### config.mk
export PLATFORM = sky130hd
export DESIGN_NAME = gcd_isqrt
export DESIGN_NICKNAME = d
export VERILOG_FILES = /design/src/gcd_pkg.sv /design/src/gcd_isqrt.sv
export SDC_FILE = /design/constraint.sdc
export NUM_CORES = 2
export LEC_CHECK = 0
export ABC_AREA = 0
export BUFFER_PORTS_ARGS = -buffer_cell sky130_fd_sc_hd__clkbuf_2
export CAP_MARGIN = 20
export CORE_ASPECT_RATIO = 0.5
export CORE_MARGIN = 2
export CORE_UTILIZATION = 59
export CTS_CLUSTER_SIZE = 24
export DETAILED_ROUTE_END_ITERATION = 10
export GPL_ROUTABILITY_DRIVEN = 0
export MAX_ROUTING_LAYER = met4
export PLACE_DENSITY = 0.74
export SYNTH_ARGS = -nofsm -noshare
export SYNTH_HDL_FRONTEND = slang
export SYNTH_SLANG_ARGS = --single-unit
### constraint.sdc
create_clock -name clk -period 4.6 [get_ports clk]
set_clock_uncertainty 0.15 [all_clocks]
set_input_delay 0.23 -clock clk [delete_from_list [all_inputs] [get_ports clk]]
set_output_delay 0.23 -clock clk [all_outputs]
set_load 0.005 [all_outputs]
### src/gcd_pkg.sv
// shared types, constants and the arctangent table of the great-circle distance block
`default_nettype none
package gcd_pkg;

	// width of every cordic datapath value (q30 with headroom)
	localparam int CW = 34;
	typedef logic signed [CW-1:0] cval_t;

	localparam int CORDIC_STEPS_DEF = 24;
	localparam int STEPS_MAX = 32;

	// pipeline depths of the fixed units
	localparam int TO_RAD_LAT = 4;
	localparam int ISQRT_LAT = 31;

	localparam int ANG_W = 32;
	localparam int RADIUS_W = 22;
	localparam int DIST_W = 24;

	localparam logic [RADIUS_W-1:0] RADIUS_RESET = 22'd1631436;

	localparam cval_t K_Q30 = 34'sd652032874;
	localparam cval_t ONE_Q30 = 34'sd1073741824;
	localparam logic signed [CW:0] PI_Q30 = 35'sd3373259426;

	localparam logic signed [23:0] LAT_MAX = 24'sd5898240;
	localparam logic signed [24:0] LON_MAX = 25'sd11796480;
	localparam logic [24:0] DEG180 = 25'd11796480;
	localparam logic [24:0] DEG360 = 25'd23592960;
	localparam logic [24:0] DEG90 = 25'd5898240;

	// degrees to radians: q30 = (deg*RAD_MUL + (deg*RAD_REM + RAD_BIAS)/180) >> 16
	localparam logic [24:0] RAD_MUL = 25'd18740330;
	localparam logic [28:0] RAD_REM = 29'd26;
	localparam logic [28:0] RAD_BIAS = 29'd5898240;
	localparam logic [29:0] RAD_RECIP = 30'd763549741;
	localparam int RAD_SHIFT = 37;
	localparam logic [28:0] RAD_DIV = 29'd180;

	// truncated q30 arctangent of 2^-i
	function automatic cval_t atan_q30(input int unsigned i);
		case (i)
			0: return 34'sd843314856;
			1: return 34'sd497837829;
			2: return 34'sd263043836;
			3: return 34'sd133525158;
			4: return 34'sd67021686;
			5: return 34'sd33543515;
			6: return 34'sd16775850;
			7: return 34'sd8388437;
			8: return 34'sd4194282;
			9: return 34'sd2097149;
			10: return 34'sd1048575;
			11: return 34'sd524287;
			12: return 34'sd262143;
			13: return 34'sd131071;
			14: return 34'sd65535;
			15: return 34'sd32767;
			16: return 34'sd16383;
			17: return 34'sd8191;
			18: return 34'sd4095;
			19: return 34'sd2047;
			20: return 34'sd1023;
			21: return 34'sd511;
			22: return 34'sd255;
			23: return 34'sd127;
			24: return 34'sd63;
			25: return 34'sd31;
			26: return 34'sd15;
			27: return 34'sd7;
			28: return 34'sd3;
			29: return 34'sd1;
			default: return '0;
		endcase
	endfunction

endpackage
`default_nettype wire

### src/gcd_isqrt.sv
// pipelined integer square root, one result bit per stage
`default_nettype none
module gcd_isqrt import gcd_pkg::*; (
	input  wire logic        clk,
	input  wire logic        en,
	input  wire logic [60:0] op,
	output logic      [30:0] root
);

	logic [61:0] op_q [1:ISQRT_LAT];
	logic [61:0] res_q [1:ISQRT_LAT];
	wire  [61:0] op_in [0:ISQRT_LAT-1];
	wire  [61:0] res_in [0:ISQRT_LAT-1];

	assign op_in[0] = 62'(op);
	assign res_in[0] = '0;

	for (genvar k = 1; k < ISQRT_LAT; k++) begin : g_link
		assign op_in[k] = op_q[k];
		assign res_in[k] = res_q[k];
	end

	// restoring step with the trial bit at 4^(30-k)
	for (genvar k = 0; k < ISQRT_LAT; k++) begin : g_stage
		localparam logic [61:0] ONE = 62'(1) << (2 * (ISQRT_LAT - 1 - k));
		always_ff @(posedge clk) begin
			if (en) begin
				if (op_in[k] >= res_in[k] + ONE) begin
					op_q[k+1] <= op_in[k] - (res_in[k] + ONE);
					res_q[k+1] <= (res_in[k] >> 1) + ONE;
				end else begin
					op_q[k+1] <= op_in[k];
					res_q[k+1] <= res_in[k] >> 1;
				end
			end
		end
	end

	assign root = res_q[ISQRT_LAT][30:0];

endmodule
`default_nettype wire

; Word-level counts from Yosys, hierarchy flattened
; Memory sizes are Yosys's and may differ from the RTL's.
; Cells that the tools add are included.
[totals]
memories = 2
ff_bits = 0
wordCells = 434
ram_bits = 3844
[classes]
add_sub_neg = 91
n_bitwise = 62
magnitude_cmp = 31
muxes = 248
[mem_list]
columns = name, words, width, read_ports, rd_ports_with_merged_regs, write_ports, line_no
row1 = op_q, 31, 62, 30, 0, 31, gcd_isqrt.sv:10  ; logic [61:0] op_q [1:ISQRT_LAT];
row2 = res_q, 31, 62, 31, 0, 31, gcd_isqrt.sv:11  ; logic [61:0] res_q [1:ISQRT_LAT];
[ops]
columns = cell, count
row1 = $mux W62, 62
row2 = $ge A62 B62 Y1, 30
row3 = $sub A62 B62 Y62, 30
row4 = $mux W1, 186
row5 = $add A61 B1 Y62 const B, 1
row6 = $add A61 B11 Y62 const B, 1
row7 = $add A61 B13 Y62 const B, 1
row8 = $add A61 B15 Y62 const B, 1
row9 = $add A61 B17 Y62 const B, 1
row10 = $add A61 B19 Y62 const B, 1
row11 = $add A61 B21 Y62 const B, 1
row12 = $add A61 B23 Y62 const B, 1
row13 = $add A61 B25 Y62 const B, 1
row14 = $add A61 B27 Y62 const B, 1
row15 = $add A61 B29 Y62 const B, 1
row16 = $add A61 B3 Y62 const B, 1
row17 = $add A61 B31 Y62 const B, 1
row18 = $add A61 B33 Y62 const B, 1
row19 = $add A61 B35 Y62 const B, 1
row20 = $add A61 B37 Y62 const B, 1
row21 = $add A61 B39 Y62 const B, 1
row22 = $add A61 B41 Y62 const B, 1
row23 = $add A61 B43 Y62 const B, 1
row24 = $add A61 B45 Y62 const B, 1
row25 = other kinds (43), 104

; Depth between registers and ports, before layout
; An unclocked memory read counts as a cell.
[depth]
depth_word = 7
ltp_mapped = 14
depth_no_buf = 11

; Least setup slack after synthesis
; No wires, ideal clock.
[synth_timing]
path_kind = in2reg
start = input en
end = register, netlist name op_q[0][1860]
path_buffers = 4
required_ns = 3.967
slack_ns = 0.408
arrival_time_ns = 3.559
stages = 4
setup_time_ns = 0.483
path_cell_list = clkbuf_1 > clkbuf_1 > clkbuf_1 > clkbuf_1
[synth_rtl]
columns = item, line_no
row1 = from (decl), gcd_isqrt.sv:5  ; input wire logic en,

==> flow_summary.json <==
{
  "critPathMaxFanout": 7,
  "cts_made_buffers": 205,
  "slew_headroom_pct": 7.54,
  "via_count": 73900,
  "io_buffers": 93,
  "synth_compound_area_share_pct": 9.57,
  "finalSetupViolations": 1,
  "r2r_setup_slack_ns": -0.03,
  "finalWorstSetupSlack_ns": -0.0261,
  "grt_antenna_before_repair": 1,
  "fin_total_pwr_w": 0.0583,
  "dr.first_iter.drc_count": 5657,
  "ys.flop_type": "edfxtp_1",
  "violations": "negative setup slack",
  "drtPass1Iterations": 7,
  "finish.utilization_pct": 65.3,
  "ctsRootBufferMaster": "clkbuf_16",
  "worstRegToRegCells": 11,
  "synth_edf_count": 2356,
  "post_cts_buffers": 0,
  "timing.rr.start": "op_q[0][1507]$_DFFE_PP_",
  "worstSetupStartpointType": "flop",
  "syn-cell-area_um2": 115000,
  "slew_viol_final": 0,
  "io-pin-count": 94,
  "rr_endpoint": "op_q[0][1606]$_DFFE_PP_",
  "p_per_area_nw_per_um2": 461,
  "grt_overflow": 0,
  "diodes": 0,
  "rows": 114,
  "critical_path_class": "flop to flop",
  "vias_per_cell": 5.93,
  "maxCapViolCount": 0,
  "synthMuxAreaShare_pct": 0.635,
  "crit_required_ns": 5.04,
  "grtUsageTotal_pct": 25.4,
  "layout-drive-gt1-share_pct": 6.54,
  "async_flop_share_pct": 0,
  "synth-simple-area-share_pct": 13.3,
  "worstHoldPathType": "flop to flop",
  "fp.dieW_um": 628,
  "htree_levels": 4,
  "start_util_pct": 59.4,
  "grt_pass1_wl_mm": 387,
  "grt_max_degree": 208,
  "antenna_left": 0,
  "drc": 0,
  "synth_nets": 9980,
  "status": "complete, but fails checks",
  "synth_top_cell_area_share_pct": 61.6,
  "hpwl_mm": 178,
  "hold_end": "op_q[0][418]$_DFFE_PP_",
  "cts_tree": "done",
  "yosys.area.top_type": "edfxtp_1",
  "die_area_um2": 199000,
  "arrival_ns": 5.06,
  "final_cells": 12500,
  "clk_latency_ns": 0.91,
  "synthToLayoutAreaGrowth_pct": 9.95,
  "synth_cells": 9394,
  "rsz0062_at_grt": "no",
  "worst_slew_pin_slew_ns": 1.35,
  "nNetsFinal": 10300,
  "ys_top_cells_by_count": "2356 x edfxtp_1, 750 x nand2_1, 644 x inv_1",
  "cp-end-kind": "flop",
  "synth_warnings": 0,
  "grt_pass1_vias": 74500,
  "hp-start": "op_q[0][356]$_DFFE_PP_",
  "cts.sinks": 2356,
  "whs_path_depth": 0,
  "synth_cell_type_count": 86,
  "synthXorXnorAreaFrac_pct": 6.31,
  "syn_area_per_cell_um2": 12.2,
  "synth_area_leaders": "edfxtp_1 62%, ha_1 5.7%, xor2_1 3.3%",
  "wl_per_cell_um": 19.7,
  "core-area_um2": 193000,
  "routed_wl_mm": 245,
  "synth_top_family_by_area": "simple AND/OR/NAND/NOR gates",
  "dp_cells": 12000,
  "leakage_nw": 46.9,
  "synth.most_common_cell": "edfxtp_1",
  "ys_seq_elements": 2356,
  "post-route-period-util_pct": 101,
  "clock_path_buffers": 4,
  "finalHoldViolations": 0,
  "clk_pin_slew_ns": 0.07,
  "peakVddDrop_mv": 0.387,
  "hold-worst-slack_ns": 0.222,
  "final.min_clock_period_ns": 4.63,
  "yosys.area_share.adder_pct": 5.69,
  "ys_seq_area_share_pct": 61.6,
  "fmax_mhz": 216,
  "die_h_um": 316
}
==> worst max-delay path: stages (launching register included) <==
cell	delay [ns]
edfxtp_1	0.42
ha_1	0.40
a21o_1	0.23
o2bb2ai_1	0.14
a2111oi_0	1.14
a31oi_2	0.42
a31oi_1	0.44
o21ai_0	0.25
a211oi_1	0.35
buf_4	0.20
nand3_1	0.09
xnor2_1	0.15
==> through the flow <==
stage | worst slack (ns) | TNS, ns | cell area [µm²]
2_1_floorplan | 0.408 | 0 | 115000
3_3_place_gp | 0.254 | 0 | 119000
3_5_place_dp | 0.379 | 0 | 119000
4_1_cts | 0.253 | 0 | 126000
5_1_grt | 0.0481 | 0 | 126000
6_report | -0.0261 | -0.0261 | 126000
==> where the power goes <==
group / switching [W] / total, W / leakage, nW / internal (W)
clock network: 0.00756 / 0.0165 / 3.04 / 0.00891
registers: 0.00189 / 0.0290 / 22.7 / 0.0271
logic: 0.00753 / 0.0128 / 21.2 / 0.00525
==> cells by family after synthesis <==
logic type | Yosys count
and+or+nand+nor | 2973
DFF | 2356
AOI/OAI and AO/OA | 1760
buffers and inverters | 888
xor gates and xnor gates | 828
adders and majority gates | 523
muxes | 66
==> metal layers <==
| layer | routed length [µm] | part of all wire [%] | GRT usage, % | vias up |
|---|---|---|---|---|
| met4 | 16800 | 6.8 | 15.3 | 0 |
| li1 | - | - | - | 35800 |
| met5 | 0 | 0 | - | - |
| met3 | 9990 | 4.1 | 2.99 | 820 |
| met2 | 132000 | 54 | 48.2 | 2314 |
| met1 | 86400 | 35 | 24.8 | 35000 |
==> sequential cells by signal, summed over array words and instances (netlist names) <==
register	cells
op_q	1860
res_q	496
==> layout by cell type, fill, tap and decap left out, types with 74 or more instances in the layout <==
| master | count |
|---|---|
| ha_1 | 523 |
| o21a_1 | 86 |
| nor3_1 | 271 |
| buf_4 | 123 |
| nand2b_1 | 89 |
| nor2_1 | 572 |
| dlygate4sd3_1 | 123 |
| nand3_1 | 162 |
| or4_1 | 74 |
| a21oi_1 | 465 |
| xnor2_1 | 389 |
| or3_1 | 117 |
| clkbuf_2 | 92 |
| nand4_1 | 167 |
| inv_1 | 644 |
| a21o_1 | 188 |
| xor2_1 | 439 |
| nand2_1 | 750 |
| nor4_1 | 377 |
| edfxtp_1 | 2356 |
| o21ai_0 | 536 |
| clkbuf_16 | 206 |
==> final cells by class <==
cell class                      count  area, µm²
Clock buffer                      243       5290
Clock inverter                    110        887
Fill cell                       13900      67000
Inverter                          645       2420
Multi-Input combinational cell   6150      40900
Sequential cell                  2356      70700
Tap cell                         2610       3270
Timing Repair Buffer              350       2840
==> what timing repair did <==
| item | CTS | global route |
|---|---|---|
| endpoints found under the setup margin | 0 | 1 |
| hold buffers | 123 | 0 |
| gates resized for setup | 0 | 1 |
| endpoints found under the hold margin | 207 | 0 |
==> worst max-delay path by stage <==
stage	start	endpoint	slack, ns	cells past startpoint
finish	op_q[0][1507]$_DFFE_PP_	op_q[0][1606]$_DFFE_PP_	-0.03	11
detailed placement	op_q[0][1507]$_DFFE_PP_	op_q[0][1606]$_DFFE_PP_	0.38	11
global route	op_q[0][1398]$_DFFE_PP_	op_q[0][1479]$_DFFE_PP_	0.05	10
global placement	op_q[0][910]$_DFFE_PP_	op_q[0][983]$_DFFE_PP_	0.25	10
CTS	op_q[0][1507]$_DFFE_PP_	op_q[0][1606]$_DFFE_PP_	0.25	11
floorplan	en	op_q[0][1860]$_DFFE_PP_	0.41	4
Note: power is estimated with default switching activity, not from simulation.
